**config.mk**
```make
export PLATFORM = sky130hd
export DESIGN_NAME = goal_alignment_pid_controller_core
export DESIGN_NICKNAME = d
export VERILOG_FILES = /design/src/design/gapc_pkg.sv /design/src/design/gapc_wrap.sv /design/src/design/gapc_pid.sv /design/src/design/goal_alignment_pid_controller_core.sv
export SDC_FILE = /design/constraint.sdc
export NUM_CORES = 1
export LEC_CHECK = 0
export BUFFER_PORTS_ARGS = -buffer_cell sky130_fd_sc_hd__buf_2
export CORE_AREA = 8 8 361 258
export DETAILED_ROUTE_END_ITERATION = 8
export DIE_AREA = 0 0 369 266
export SLEW_MARGIN = 25
export SYNTH_ARGS = -nofsm -noshare
export SYNTH_HDL_FRONTEND = slang
export SYNTH_SLANG_ARGS = --single-unit
```
**constraint.sdc**
```tcl
create_clock -name clk -period 37.1 [get_ports clk]
set_input_delay 3.71 -clock clk [delete_from_list [all_inputs] [get_ports clk]]
set_output_delay 3.71 -clock clk [all_outputs]
set_load 0.01 [all_outputs]
```
**src/design/gapc_pkg.sv**
```systemverilog
package gapc_pkg;

  localparam logic [1:0] ST_RUN     = 2'd0;
  localparam logic [1:0] ST_DONE    = 2'd1;
  localparam logic [1:0] ST_TIMEOUT = 2'd2;
  localparam logic [1:0] ST_IDLE    = 2'd3;

  localparam int CFG_ADDR_W = 3;
  localparam int CFG_DATA_W = 16;
  localparam logic [CFG_ADDR_W-1:0] CFG_TARGET  = 3'd0;
  localparam logic [CFG_ADDR_W-1:0] CFG_BALLS   = 3'd1;
  localparam logic [CFG_ADDR_W-1:0] CFG_SCORE   = 3'd2;
  localparam logic [CFG_ADDR_W-1:0] CFG_STOP    = 3'd3;
  localparam logic [CFG_ADDR_W-1:0] CFG_TIMEOUT = 3'd4;

  localparam logic [1:0] REQ_NONE   = 2'd0;
  localparam logic [1:0] REQ_SINGLE = 2'd1;
  localparam logic [1:0] REQ_DOUBLE = 2'd2;

  localparam int HEAD_W      = 16;
  localparam int HRED_W      = 14;
  localparam int TGT_W       = 14;
  localparam int ERR_W       = 15;
  localparam int DCFG_W      = 12;
  localparam int TICK_W      = 16;
  localparam int FWD_W       = 6;
  localparam int SPEED_W     = 16;
  localparam int REQ_W       = 2;
  localparam int STAT_W      = 2;
  localparam int OUT_W       = FWD_W + 2*SPEED_W + REQ_W + STAT_W;
  localparam int OUT_TDATA_W = ((OUT_W + 7) / 8) * 8;

  localparam int HEADING_MOD = 5760;
  localparam int FWD_SPEED   = 60;
  localparam int KP_TURN     = 3;
  localparam int KD_TURN     = 14;
  localparam int KP_STRAFE   = 5;
  localparam int KD_STRAFE   = 14;
  localparam int KI_STRAFE   = 77;   // 0.3 in Q8
  localparam int ALIGN_LIM   = 160;
  localparam int SUM_WIN     = 64;
  localparam int SUM_DEAD    = 8;
  localparam int FWD_WIN     = 80;
  localparam int FAR_DIST    = 320;

  typedef struct packed {
    logic aligned;
    logic fwd_ok;
  } gapc_ctl_t;

endpackage

```
**src/design/gapc_wrap.sv**
```systemverilog
module gapc_wrap
  import gapc_pkg::*;
(
  input  logic signed [HEAD_W-1:0] heading,
  output logic signed [HRED_W-1:0] heading_red
);

  localparam logic [HEAD_W:0] M4 = (HEAD_W+1)'(4*HEADING_MOD);
  localparam logic [HEAD_W:0] M2 = (HEAD_W+1)'(2*HEADING_MOD);
  localparam logic [HEAD_W:0] M1 = (HEAD_W+1)'(HEADING_MOD);

  logic [HEAD_W:0]   mag;
  logic [HEAD_W:0]   m1;
  logic [HEAD_W:0]   m2;
  logic [HEAD_W:0]   m3;
  logic [HRED_W-1:0] red;

  // truncating remainder: reduce the magnitude, then restore the sign
  always_comb begin
    mag = heading[HEAD_W-1] ? ((HEAD_W+1)'(0) - {heading[HEAD_W-1], heading})
                            : {1'b0, heading};
    m1  = (mag >= M4) ? mag - M4 : mag;
    m2  = (m1 >= M2) ? m1 - M2 : m1;
    m3  = (m2 >= M1) ? m2 - M1 : m2;
    red = m3[HRED_W-1:0];
    heading_red = heading[HEAD_W-1] ? $signed(HRED_W'(0) - red) : $signed(red);
  end

endmodule

```
**src/design/gapc_pid.sv**
```systemverilog
module gapc_pid
  import gapc_pkg::*;
#(
  parameter int DISTANCE_BITS = 12,
  parameter int SUM_BITS      = 24
) (
  input  logic signed [TGT_W-1:0]        target,
  input  logic signed [HRED_W-1:0]       heading_red,
  input  logic [DISTANCE_BITS-1:0]       left,
  input  logic [DISTANCE_BITS-1:0]       right,
  input  logic signed [ERR_W-1:0]        last_head_err,
  input  logic signed [DISTANCE_BITS:0]  last_strafe_err,
  input  logic signed [SUM_BITS-1:0]     err_sum,
  output logic signed [ERR_W-1:0]        head_err,
  output logic signed [DISTANCE_BITS:0]  strafe_err,
  output logic signed [SUM_BITS-1:0]     err_sum_nxt,
  output logic signed [SPEED_W-1:0]      turn,
  output logic signed [SPEED_W-1:0]      strafe,
  output gapc_ctl_t                      ctl
);

  localparam int SE_W = DISTANCE_BITS + 1;
  localparam int TW   = 21;
  localparam int PW   = SUM_BITS + 8;
  localparam int SW   = ((SUM_BITS > 22) ? SUM_BITS : 22) + 2;
  localparam int MW   = 17;

  localparam logic signed [SUM_BITS:0] SUM_HI = (SUM_BITS+1)'((64'sd1 <<< (SUM_BITS-1)) - 1);
  localparam logic signed [SUM_BITS:0] SUM_LO = -SUM_HI - (SUM_BITS+1)'(1);
  localparam logic signed [TW-1:0] T_HI = TW'(32767);
  localparam logic signed [TW-1:0] T_LO = TW'(-32768);
  localparam logic signed [SW-1:0] S_HI = SW'(32767);
  localparam logic signed [SW-1:0] S_LO = SW'(-32768);

  logic [ERR_W-1:0]           abs_e;
  logic [SE_W-1:0]            abs_s;
  logic signed [7:0]          s_small;
  logic signed [SUM_BITS:0]   sum_add;
  logic signed [SUM_BITS-1:0] sum_sat;
  logic signed [TW-1:0]       turn_raw;
  logic signed [PW-1:0]       prod;
  logic signed [SUM_BITS-1:0] integ;
  logic signed [SW-1:0]       strafe_raw;
  logic [DISTANCE_BITS-1:0]   near;
  logic                       in_win;
  logic                       dead;

  always_comb begin
    head_err = ERR_W'(target) - ERR_W'(heading_red);
    abs_e    = head_err[ERR_W-1] ? ERR_W'(0) - head_err : head_err;

    turn_raw = TW'(head_err) * TW'(KP_TURN)
             + (TW'(head_err) - TW'(last_head_err)) * TW'(KD_TURN);
    if (turn_raw > T_HI) turn = SPEED_W'(T_HI);
    else if (turn_raw < T_LO) turn = SPEED_W'(T_LO);
    else turn = turn_raw[SPEED_W-1:0];

    strafe_err = $signed({1'b0, right}) - $signed({1'b0, left});
    abs_s      = strafe_err[SE_W-1] ? SE_W'(0) - strafe_err : strafe_err;
    in_win     = abs_s < SE_W'(SUM_WIN);
    dead       = abs_s < SE_W'(SUM_DEAD);

    // only used inside the window, where the error fits in 8 bits
    s_small = strafe_err[7:0];
    sum_add = (SUM_BITS+1)'(err_sum) + (SUM_BITS+1)'(s_small);
    if (sum_add > SUM_HI) sum_sat = SUM_HI[SUM_BITS-1:0];
    else if (sum_add < SUM_LO) sum_sat = SUM_LO[SUM_BITS-1:0];
    else sum_sat = sum_add[SUM_BITS-1:0];
    err_sum_nxt = (in_win && !dead) ? sum_sat : '0;

    prod  = PW'(err_sum_nxt) * PW'(KI_STRAFE);
    integ = prod[PW-1:8];   // floor toward minus infinity

    strafe_raw = SW'(strafe_err) * SW'(KP_STRAFE)
               + (SW'(strafe_err) - SW'(last_strafe_err)) * SW'(KD_STRAFE)
               + SW'(integ);

    ctl.aligned = abs_e < ERR_W'(ALIGN_LIM);
    if (!ctl.aligned) strafe = '0;
    else if (strafe_raw > S_HI) strafe = SPEED_W'(S_HI);
    else if (strafe_raw < S_LO) strafe = SPEED_W'(S_LO);
    else strafe = strafe_raw[SPEED_W-1:0];

    near       = (left < right) ? left : right;
    ctl.fwd_ok = ctl.aligned &&
                 ((abs_s < SE_W'(FWD_WIN)) || (MW'(near) > MW'(FAR_DIST)));
  end

endmodule

```
**src/design/goal_alignment_pid_controller_core.sv**
```systemverilog
// Goal alignment controller. Each request on the in_ channel is one control tick (or, with
// in_tuser high, the start of a new run) and yields exactly one result on the out_ channel.
// An item is held in the input register and computed into the output register, so a tick is
// taken every cycle unless a result in the output register waits on out_tready; the heading
// reduction and both loops sit in that single stage. A heading PD loop gives turn_speed, a
// strafe PID loop (active only when the heading error is under 10 degrees) gives
// strafe_speed, forward_speed is 0 or 60, and score_request pulses at most once per run. Registers
// are written through cfg_we/cfg_addr/cfg_data and must only change while the block is idle.
module goal_alignment_pid_controller_core
  import gapc_pkg::*;
#(
  parameter int DISTANCE_BITS = 12,
  parameter int SUM_BITS      = 24
) (
  input  logic                   clk,
  input  logic                   rst_n,
  input  logic                   in_tvalid,
  output logic                   in_tready,
  // heading, left_distance, left_valid, right_distance, right_valid, scoring_busy
  input  logic [((19 + 2*DISTANCE_BITS + 7) / 8) * 8 - 1:0] in_tdata,
  // command
  input  logic                   in_tuser,
  output logic                   out_tvalid,
  input  logic                   out_tready,
  // forward_speed, strafe_speed, turn_speed, score_request, status
  output logic [OUT_TDATA_W-1:0] out_tdata,
  input  logic                   cfg_we,
  input  logic [CFG_ADDR_W-1:0]  cfg_addr,
  input  logic [CFG_DATA_W-1:0]  cfg_data
);

  localparam int D     = DISTANCE_BITS;
  localparam int IN_W  = 19 + 2*D;
  localparam int CMP_W = (D + 1 > DCFG_W + 1) ? D + 1 : DCFG_W + 1;

  // configuration
  logic signed [TGT_W-1:0] target_r;
  logic [1:0]              balls_r;
  logic [DCFG_W-1:0]       score_dist_r;
  logic [DCFG_W-1:0]       stop_dist_r;
  logic [TICK_W-1:0]       timeout_r;

  // input stage
  logic            in_valid_r;
  logic [IN_W-1:0] in_data_r;
  logic            in_cmd_r;

  // run state
  logic signed [ERR_W-1:0]    last_he_r, last_he_nxt;
  logic signed [D:0]          last_se_r, last_se_nxt;
  logic signed [SUM_BITS-1:0] sum_r, sum_nxt;
  logic [D-1:0]               last_l_r, last_l_nxt;
  logic [D-1:0]               last_r_r, last_r_nxt;
  logic                       started_r, started_nxt;
  logic [TICK_W-1:0]          elapsed_r, elapsed_nxt;
  logic [1:0]                 phase_r, phase_nxt;

  // output stage
  logic                   out_valid_r;
  logic [OUT_W-1:0]       out_data_r, out_data_nxt;

  logic signed [HEAD_W-1:0]   f_heading;
  logic [D-1:0]               f_left, f_right;
  logic                       f_lv, f_rv, f_busy;
  logic [D-1:0]               l_sel, r_sel;
  logic signed [HRED_W-1:0]   heading_red;
  logic signed [ERR_W-1:0]    head_err;
  logic signed [D:0]          strafe_err;
  logic signed [SUM_BITS-1:0] pid_sum_nxt;
  logic signed [SPEED_W-1:0]  pid_turn, pid_strafe;
  gapc_ctl_t                  ctl;

  logic                      advance;
  logic [CMP_W-1:0]          dsum;
  logic [TICK_W:0]           tick_n;
  logic [FWD_W-1:0]          fwd;
  logic signed [SPEED_W-1:0] strafe_o, turn_o;
  logic [REQ_W-1:0]          req;
  logic [STAT_W-1:0]         status;
  logic                      finish;

  assign advance   = in_valid_r && (!out_valid_r || out_tready);
  assign in_tready = !in_valid_r || advance;

  assign f_heading = in_data_r[HEAD_W-1:0];
  assign f_left    = in_data_r[HEAD_W +: D];
  assign f_lv      = in_data_r[HEAD_W + D];
  assign f_right   = in_data_r[HEAD_W + D + 1 +: D];
  assign f_rv      = in_data_r[HEAD_W + 2*D + 1];
  assign f_busy    = in_data_r[HEAD_W + 2*D + 2];

  assign l_sel = f_lv ? f_left : last_l_r;
  assign r_sel = f_rv ? f_right : last_r_r;

  gapc_wrap u_wrap (
    .heading     (f_heading),
    .heading_red (heading_red)
  );

  gapc_pid #(
    .DISTANCE_BITS (DISTANCE_BITS),
    .SUM_BITS      (SUM_BITS)
  ) u_pid (
    .target          (target_r),
    .heading_red     (heading_red),
    .left            (l_sel),
    .right           (r_sel),
    .last_head_err   (last_he_r),
    .last_strafe_err (last_se_r),
    .err_sum         (sum_r),
    .head_err        (head_err),
    .strafe_err      (strafe_err),
    .err_sum_nxt     (pid_sum_nxt),
    .turn            (pid_turn),
    .strafe          (pid_strafe),
    .ctl             (ctl)
  );

  always_comb begin
    last_he_nxt = last_he_r;
    last_se_nxt = last_se_r;
    sum_nxt     = sum_r;
    last_l_nxt  = last_l_r;
    last_r_nxt  = last_r_r;
    started_nxt = started_r;
    elapsed_nxt = elapsed_r;
    phase_nxt   = phase_r;
    fwd         = '0;
    strafe_o    = '0;
    turn_o      = '0;
    req         = REQ_NONE;
    status      = phase_r;
    finish      = 1'b0;
    dsum        = CMP_W'(l_sel) + CMP_W'(r_sel);
    tick_n      = {1'b0, elapsed_r} + (TICK_W+1)'(1);

    if (in_cmd_r) begin
      last_he_nxt = '0;
      last_se_nxt = '0;
      sum_nxt     = '0;
      last_l_nxt  = '0;
      last_r_nxt  = '0;
      started_nxt = 1'b0;
      elapsed_nxt = '0;
      phase_nxt   = ST_RUN;
      status      = ST_RUN;
    end else if (phase_r == ST_RUN) begin
      turn_o   = pid_turn;
      strafe_o = pid_strafe;
      sum_nxt  = pid_sum_nxt;
      fwd      = ctl.fwd_ok ? FWD_W'(FWD_SPEED) : '0;
      if (ctl.fwd_ok) begin
        if (dsum < CMP_W'({score_dist_r, 1'b0}) && !started_r) begin
          started_nxt = 1'b1;
          req = (balls_r == REQ_SINGLE || balls_r == REQ_DOUBLE) ? balls_r : REQ_NONE;
        end
        if (dsum < CMP_W'({stop_dist_r, 1'b0})) begin
          fwd      = '0;
          strafe_o = '0;
          turn_o   = '0;
          finish   = !f_busy && started_nxt;
        end
      end
      if (finish) begin
        phase_nxt = ST_DONE;
        status    = ST_DONE;
      end else begin
        last_he_nxt = head_err;
        last_se_nxt = strafe_err;
        last_l_nxt  = l_sel;
        last_r_nxt  = r_sel;
        elapsed_nxt = tick_n[TICK_W] ? '1 : tick_n[TICK_W-1:0];
        if (tick_n > {1'b0, timeout_r}) begin
          phase_nxt = ST_TIMEOUT;
          status    = ST_TIMEOUT;
        end
      end
    end
    out_data_nxt = {status, req, turn_o, strafe_o, fwd};
  end

  always_ff @(posedge clk) begin
    if (!rst_n) begin
      target_r     <= '0;
      balls_r      <= 2'd1;
      score_dist_r <= DCFG_W'(208);
      stop_dist_r  <= DCFG_W'(184);
      timeout_r    <= TICK_W'(300);
    end else if (cfg_we) begin
      unique case (cfg_addr)
        CFG_TARGET:  target_r     <= cfg_data[TGT_W-1:0];
        CFG_BALLS:   balls_r      <= cfg_data[1:0];
        CFG_SCORE:   score_dist_r <= cfg_data[DCFG_W-1:0];
        CFG_STOP:    stop_dist_r  <= cfg_data[DCFG_W-1:0];
        CFG_TIMEOUT: timeout_r    <= cfg_data[TICK_W-1:0];
        default: ;
      endcase
    end
  end

  always_ff @(posedge clk) begin
    if (!rst_n) begin
      in_valid_r  <= 1'b0;
      out_valid_r <= 1'b0;
      last_he_r   <= '0;
      last_se_r   <= '0;
      sum_r       <= '0;
      last_l_r    <= '0;
      last_r_r    <= '0;
      started_r   <= 1'b0;
      elapsed_r   <= '0;
      phase_r     <= ST_IDLE;
    end else begin
      if (in_tready) in_valid_r <= in_tvalid;
      if (advance) begin
        out_valid_r <= 1'b1;
        last_he_r   <= last_he_nxt;
        last_se_r   <= last_se_nxt;
        sum_r       <= sum_nxt;
        last_l_r    <= last_l_nxt;
        last_r_r    <= last_r_nxt;
        started_r   <= started_nxt;
        elapsed_r   <= elapsed_nxt;
        phase_r     <= phase_nxt;
      end else if (out_tready) begin
        out_valid_r <= 1'b0;
      end
    end
  end

  always_ff @(posedge clk) begin
    if (in_tvalid && in_tready) begin
      in_data_r <= in_tdata[IN_W-1:0];
      in_cmd_r  <= in_tuser;
    end
    if (advance) out_data_r <= out_data_nxt;
  end

  assign out_tvalid = out_valid_r;
  assign out_tdata  = OUT_TDATA_W'(out_data_r);

  // a start request always leaves the block running
  a_start_runs: assert property (@(posedge clk) disable iff (!rst_n)
    advance && in_cmd_r |=> phase_r == ST_RUN)
    else $error("start request did not enter running phase");

  // a scoring request marks the run as having scored
  a_req_once: assert property (@(posedge clk) disable iff (!rst_n)
    advance && out_data_nxt[OUT_W-STAT_W-1 -: REQ_W] != REQ_NONE |=> started_r)
    else $error("scoring request without started flag");

  // requests never go out while idle
  a_req_running: assert property (@(posedge clk) disable iff (!rst_n)
    out_valid_r && out_data_r[OUT_W-STAT_W-1 -: REQ_W] != REQ_NONE
      |-> out_data_r[OUT_W-1 -: STAT_W] != ST_IDLE)
    else $error("scoring request outside a running tick");

  a_fwd_values: assert property (@(posedge clk) disable iff (!rst_n)
    out_valid_r |-> out_data_r[FWD_W-1:0] == '0 || out_data_r[FWD_W-1:0] == FWD_W'(FWD_SPEED))
    else $error("forward speed out of range");

endmodule

```
==> flow_metrics.py, run 1 <==
metrics = {
    "clock_tree": {
        "numCtsBuffers": 30,
        "root_buffer": "clkbuf_16",
        "path_clk_slew_ps": 60,
        "cts_hold_buf": 0,
        "cts_tree": "built",
        "ctsResizeCount": 0,
        "htreeDepth": 1,
        "clock_latency_ps": 610,
        "cts_setup_buffers": 0,
        "clock_path_buffers": 3,
        "clkSinkCount": 234,
    },
    "critical_path": {
        "max_stage_delay_ps": 800,
        "crit_type": "register to register",
        "cp-start-kind": "register",
        "path_common_cell": "a21o_1",
        "path_max_fanout": 24,
        "end_kind": "register",
        "crit_required_ps": 37580,
        "cpMaxStageDelayCell": "edfxtp_1",
        "arrival_ps": 15720,
    },
    "synth": {
        "avgSynthCellArea_um2": 8.432,
        "synth_edf_count": 81,
        "synthDistinctLibCells": 95,
        "ys_seq_elements": 234,
        "syn_area_um2": 26010,
        "synthFlopType": "dfxtp_1",
        "syn_inst": 3085,
        "synth-async-reset-ratio_pct": 0,
        "yosysWarnings": 0,
        "synth-seq-area-share_pct": 21.13,
    },
    "timing": {
        "setup_tns_ps": 0,
        "slew_violations": 0,
        "post-route-period-util_pct": 41.09,
        "slew_headroom_pct": 37.47,
        "rsz0062_at_grt": "no",
        "fmax_mhz": 65.60,
        "hold_viol": 0,
        "worst_pin_slew_ps": 929.4,
        "period_needed_ps": 15240,
        "skew_ps": 32.83,
        "setup_viol_count_final": 0,
    },
    "drt": {
        "vias": 21586,
        "vias_per_cell": 4.954,
        "firstDrtPassIters": 5,
        "wirelength_um": 68590,
        "wire_per_inst_um": 15.74,
        "detail-route-antenna-nets": 0,
        "drtIter0Drc": 1614,
        "drc": 0,
    },
    "die": {
        "die_area_um2": 98150,
        "die_x_um": 369,
        "io_pins": 123,
        "core.rowCount": 91,
        "die_y_um": 266,
        "core_um2": 87220,
        "initial_utilization_pct": 29.82,
    },
    "cells_and_area": {
        "nFillCells": 9236,
        "layout.nets": 3741,
        "drive_gt1_share_pct": 7.400,
        "area_growth_pct": 11.06,
    },
    "placement": {
        "io_buffers": 109,
        "dp_hpwl_um": 55120,
        "globalplace.congestion": 0.8670,
    },
    "global_routing": {
        "grt_max_degree": 76,
        "antenna_found_initial": 13,
        "grt_pass1_vias": 19787,
        "grt_first_pass_wirelength_um": 108500,
        "grt.total_usage_pct": 13.37,
        "grt_overflow_total": 0,
    },
    "min_path": {
        "worstHoldPathType": "register to register",
    },
    "outcome": {
        "outcome": "finished, final reports clean",
    },
    "job": {
        "max_cap_viol_count": 0,
    },
}
## metrics by stage
| stage | setup WS [ps] | std cells | utilization (%) | hold WS [ps] | instance area [um^2] |
|---|---|---|---|---|---|
| 6_report | 21860 | 4357 | 33.12 | 453.7 | 28890 |
| 5_1_grt | 20650 | 4353 | 33.11 | 471.7 | 28880 |
| 4_1_cts | 21940 | 4351 | 33.09 | 457.1 | 28860 |
| 3_5_place_dp | 21980 | 4295 | 31.91 | 448.2 | 27830 |
| 3_3_place_gp | 22070 | 4295 | 31.91 | 442.7 | 27830 |
| 2_1_floorplan | 23890 | 3092 | - | 433.6 | 26040 |
## critical path, delay by kind of cell (launching register included)
family,cells,cell delay [ps]
AO/OA/AOI/OAI,23,6720
XOR/XNOR,3,660
adder cells (fa/ha/maj),9,3400
buffers and inverters,4,520
flip-flops,1,800
multiplexers,1,610
AND/OR/NAND/NOR,7,2380
## metal layers
metal	GRT usage (%)	vias to the layer above	wire length, um
li1	-	10932	-
met1	21.65	10098	37640
met2	17.77	476	25290
met3	2.395	78	4163
met4	2.797	2	1493
met5	0	-	12
## sequential cells by signal (all words and copies together), names as in the netlist, 2 cells and up
| signal | cells |
|---|---|
| timeout_r | 16 |
| elapsed_r | 16 |
| stop_dist_r | 12 |
| phase_r | 2 |
| last_se_r | 13 |
| last_he_r | 15 |
| last_l_r | 12 |
| in_data_r | 43 |
| out_data_r | 37 |
| balls_r | 2 |
| score_dist_r | 12 |
| target_r | 14 |
| sum_r | 24 |
| last_r_r | 12 |
## cell usage after synthesis (35+ instances only)
cell type / n / share of area [%]
edfxtp_1: 81 / 9.4
xor2_1: 86 / 2.9
inv_1: 416 / 6.0
o21ai_0: 113 / 2.2
o21a_1: 36 / 1.0
xnor2_1: 141 / 4.7
a21o_1: 103 / 3.0
a21oi_1: 233 / 4.5
nor3_1: 50 / 0.96
nand3_1: 62 / 1.2
nor2b_1: 35 / 0.84
clkbuf_1: 63 / 0.91
a22o_1: 55 / 1.9
fa_1: 99 / 7.6
and3_1: 36 / 0.87
dfxtp_1: 153 / 12
nor2_1: 171 / 2.5
ha_1: 404 / 19
nand2_1: 260 / 3.8
## final timing paths
kind,slack [ps],start,cells after the start,end
worst max-delay path,21860,in_data_r[28],47,out_data_r[11]
worst min register to register,450,timeout_r[14],2,timeout_r[14]
worst max register to register,21860,in_data_r[28],47,out_data_r[11]
worst min-delay path,450,timeout_r[14],2,timeout_r[14]
## placed cells by master (no fill, tap or decap), types with 22 or more instances in the layout
| cell | count |
|---|---|
| o211ai_1 | 25 |
| o31ai_1 | 28 |
| nand2_1 | 260 |
| edfxtp_1 | 81 |
| a22o_1 | 55 |
| and3_1 | 35 |
| inv_1 | 414 |
| buf_4 | 22 |
| clkbuf_16 | 32 |
| a31oi_1 | 25 |
| nand2b_1 | 33 |
| a21oi_1 | 233 |
| dfxtp_1 | 153 |
| o21ai_0 | 113 |
| o21a_1 | 36 |
| nor2b_1 | 35 |
| ha_1 | 404 |
| a21o_1 | 103 |
| fa_1 | 99 |
| o21bai_1 | 29 |
| xnor2_1 | 139 |
| buf_2 | 109 |
| nor3_1 | 50 |
| nand3_1 | 62 |
| xor2_1 | 86 |
| mux2i_1 | 29 |
| nor2_1 | 169 |
## kinds of logic after synthesis
group	synth area share, %
AO/OA/AOI/OAI	20.74
XOR/XNOR	7.947
adder cells (fa/ha/maj)	27.09
buffers and inverters	7.610
flip-flops	21.13
multiplexers	1.419
other	0.01442
AND/OR/NAND/NOR	14.06
## final cells by class
| cell class | count | area [um^2] | share of cell area [%] |
|---|---|---|---|
| Multi-Input combinational cell | 2349 | 18610 | 64.42 |
| Sequential cell | 234 | 5495 | 19.02 |
| Inverter | 419 | 1573 | 5.444 |
| Tap cell | 1162 | 1454 | 5.033 |
| Clock buffer | 41 | 875.8 | 3.032 |
| Timing Repair Buffer | 131 | 710.7 | 2.460 |
| Clock inverter | 15 | 155.1 | 0.5371 |
| Antenna cell | 6 | 15.01 | 0.05197 |
Power of run 1 is left out: the tool's default activity adds up to more than one toggle a clock period on the data nets, which glitch-free logic cannot reach.
==> run 2, diff against run 1 <==
==> constraint.sdc (replaced) <==
create_clock -name clk -period 12.8 [get_ports clk]
set_input_delay 1.28 -clock clk [delete_from_list [all_inputs] [get_ports clk]]
set_output_delay 1.28 -clock clk [all_outputs]
set_load 0.01 [all_outputs]
==> run 2 against run 1 <==
Effect of this change: worst setup slack worse by 21000 ps; cell count grew 2.7%; register-to-register slack got worse by 21000 ps; critical path depth rose by 5; global-route usage up 0.22 points; via count is 1.9% higher; final area is 4.5% higher; clock skew is 10 ps lower; sequential cell count stayed put.
==> flow_metrics.py, run 2 (synthesis results as in run 1) <==
metrics = {
    "critical_path": {
        "cp-start-kind": "register",
        "max_stage_delay_ps": 520,
        "arrival_ps": 12730,
        "path_common_cell": "ha_1",
        "crit_required_ps": 13280,
        "reg2regPathDepth": 52,
        "crit_type": "register to register",
        "end_kind": "register",
        "path_max_fanout": 9,
        "cpMaxStageDelayCell": "fa_1",
    },
    "global_routing": {
        "antenna_found_initial": 14,
        "grt_max_degree": 75,
        "grt_first_pass_wirelength_um": 110000,
        "met1_usage_pct": 22.27,
        "gr-usage-met2_pct": 17.76,
        "grt_pass1_vias": 19713,
        "grt.total_usage_pct": 13.59,
        "grt_overflow_total": 0,
        "grt.met3_usage_pct": 2.946,
        "top_usage_layer": "met1",
    },
    "cells_and_area": {
        "drive_gt1_share_pct": 12.43,
        "nFillCells": 9166,
        "largest_register_ffs": 43,
        "area_growth_pct": 16.06,
        "mostFrequentLayoutCells": "inv_1, ha_1, nand2_1",
        "top_register": "in_data_r",
        "layout_commonest_cell": "inv_1",
        "fin_cells": 4474,
        "layout.nets": 3858,
        "largest_registers": "in_data_r (43), out_data_r (37), sum_r (24)",
        "final_util_pct": 34.61,
    },
    "timing": {
        "worst_pin_slew_ps": 1089,
        "hold_viol": 0,
        "fmax_mhz": 81.61,
        "slew_headroom_pct": 26.72,
        "skew_ps": 22.83,
        "setup_viol_count_final": 0,
        "post-route-period-util_pct": 95.73,
        "setup_ws_ps": 546.6,
        "slew_violations": 0,
        "period_needed_ps": 12250,
    },
    "die": {
        "die_area_um2": 98150,
        "initial_utilization_pct": 29.82,
        "core.rowCount": 91,
        "die_x_um": 369,
        "io_pins": 123,
        "die_y_um": 266,
        "core_um2": 87220,
    },
    "clock_tree": {
        "clock_path_buffers": 3,
        "root_buffer": "clkbuf_16",
        "numCtsBuffers": 30,
        "clock_latency_ps": 610,
        "path_clk_slew_ps": 60,
        "cts_tree": "built",
        "cts_hold_buf": 0,
        "clkSinkCount": 234,
        "htreeDepth": 1,
    },
    "drt": {
        "drtIter0Drc": 1532,
        "vias_per_cell": 4.918,
        "wire_per_inst_um": 15.83,
        "firstDrtPassIters": 5,
        "vias": 22005,
        "detail-route-antenna-nets": 0,
        "wirelength_um": 70820,
        "drc": 0,
    },
    "placement": {
        "dp_hpwl_um": 56670,
        "placedCellCount": 4396,
        "dpl_worst_slack_ps": -88.09,
        "globalplace.congestion": 0.8792,
        "io_buffers": 109,
    },
    "outcome": {
        "outcome": "finished, final reports clean",
    },
    "job": {
        "max_cap_viol_count": 0,
    },
    "min_path": {
        "worstHoldPathType": "register to register",
        "hold_path_depth": 2,
    },
}
run 2: cell count changes in the layout (fill, tap and decap cells not counted), moves of 5 or more:
cell | previous run | this run
buf_4 | 22 | 133
xnor2_1 | 139 | 132
xnor2_2 | 2 | 9
a21o_1 | 103 | 98
a21oi_1 | 233 | 228
a21oi_2 | 0 | 5
nor2_1 | 169 | 164
o21ai_0 | 113 | 108
run 2: routing by layer:
metal,share of wire (%),up-vias
li1,-,11176
met3,7.2,60
met4,1.3,10
met2,37,506
met1,54,10253
met5,0.085,-
run 2: per-stage QoR:
stage / area [um^2] / TNS (ps) / hold WS (ps)
finish: 30190 / 0 / 454.2
global route: 30180 / -1688 / 468.9
CTS: 29680 / 0 / 455.7
detailed placement: 28600 / -1053 / 447.4
global placement: 28600 / -166.1 / 443.3
floorplan: 26050 / 0 / 433.6
run 2: cell type report:
class	instances	area (um^2)	area share (%)
clock inverters	16	188.9	0.6258
multi-input cells	2349	18950	62.76
well taps	1162	1454	4.816
flip-flops and latches	234	5495	18.20
repair buffers	248	1657	5.487
clock buffers	40	859.6	2.847
diodes	6	15.01	0.04973
inverters	419	1573	5.210
run 2: what timing repair did:
item / CTS / global route
buffers inserted: 0 / 13
endpoints found under the setup margin: 18 / 32
hold endpoints to repair: 0 / 0
resized for setup: 4 / 74
cloned: 0 / 3
pin swaps: 0 / 22
run 2: worst paths after layout:
path                        start               to  slack, ps
setup / recovery    in_data_r[41]   out_data_r[20]        550
hold / removal    score_dist_r[8]  score_dist_r[8]        450
setup reg to reg    in_data_r[41]   out_data_r[20]        550
hold reg to reg   score_dist_r[8]  score_dist_r[8]        450
run 2: worst max-delay path, delay by kind of cell, from the launching register on:
family          cells  cell delay [ps]
compound gates     22             4690
xor+xnor            2              210
fa+ha+maj           9             3480
buf+inv             9             1170
flops               1              430
mux                 1              300
simple gates        9             1820
Power of run 2 is left out for the same reason.
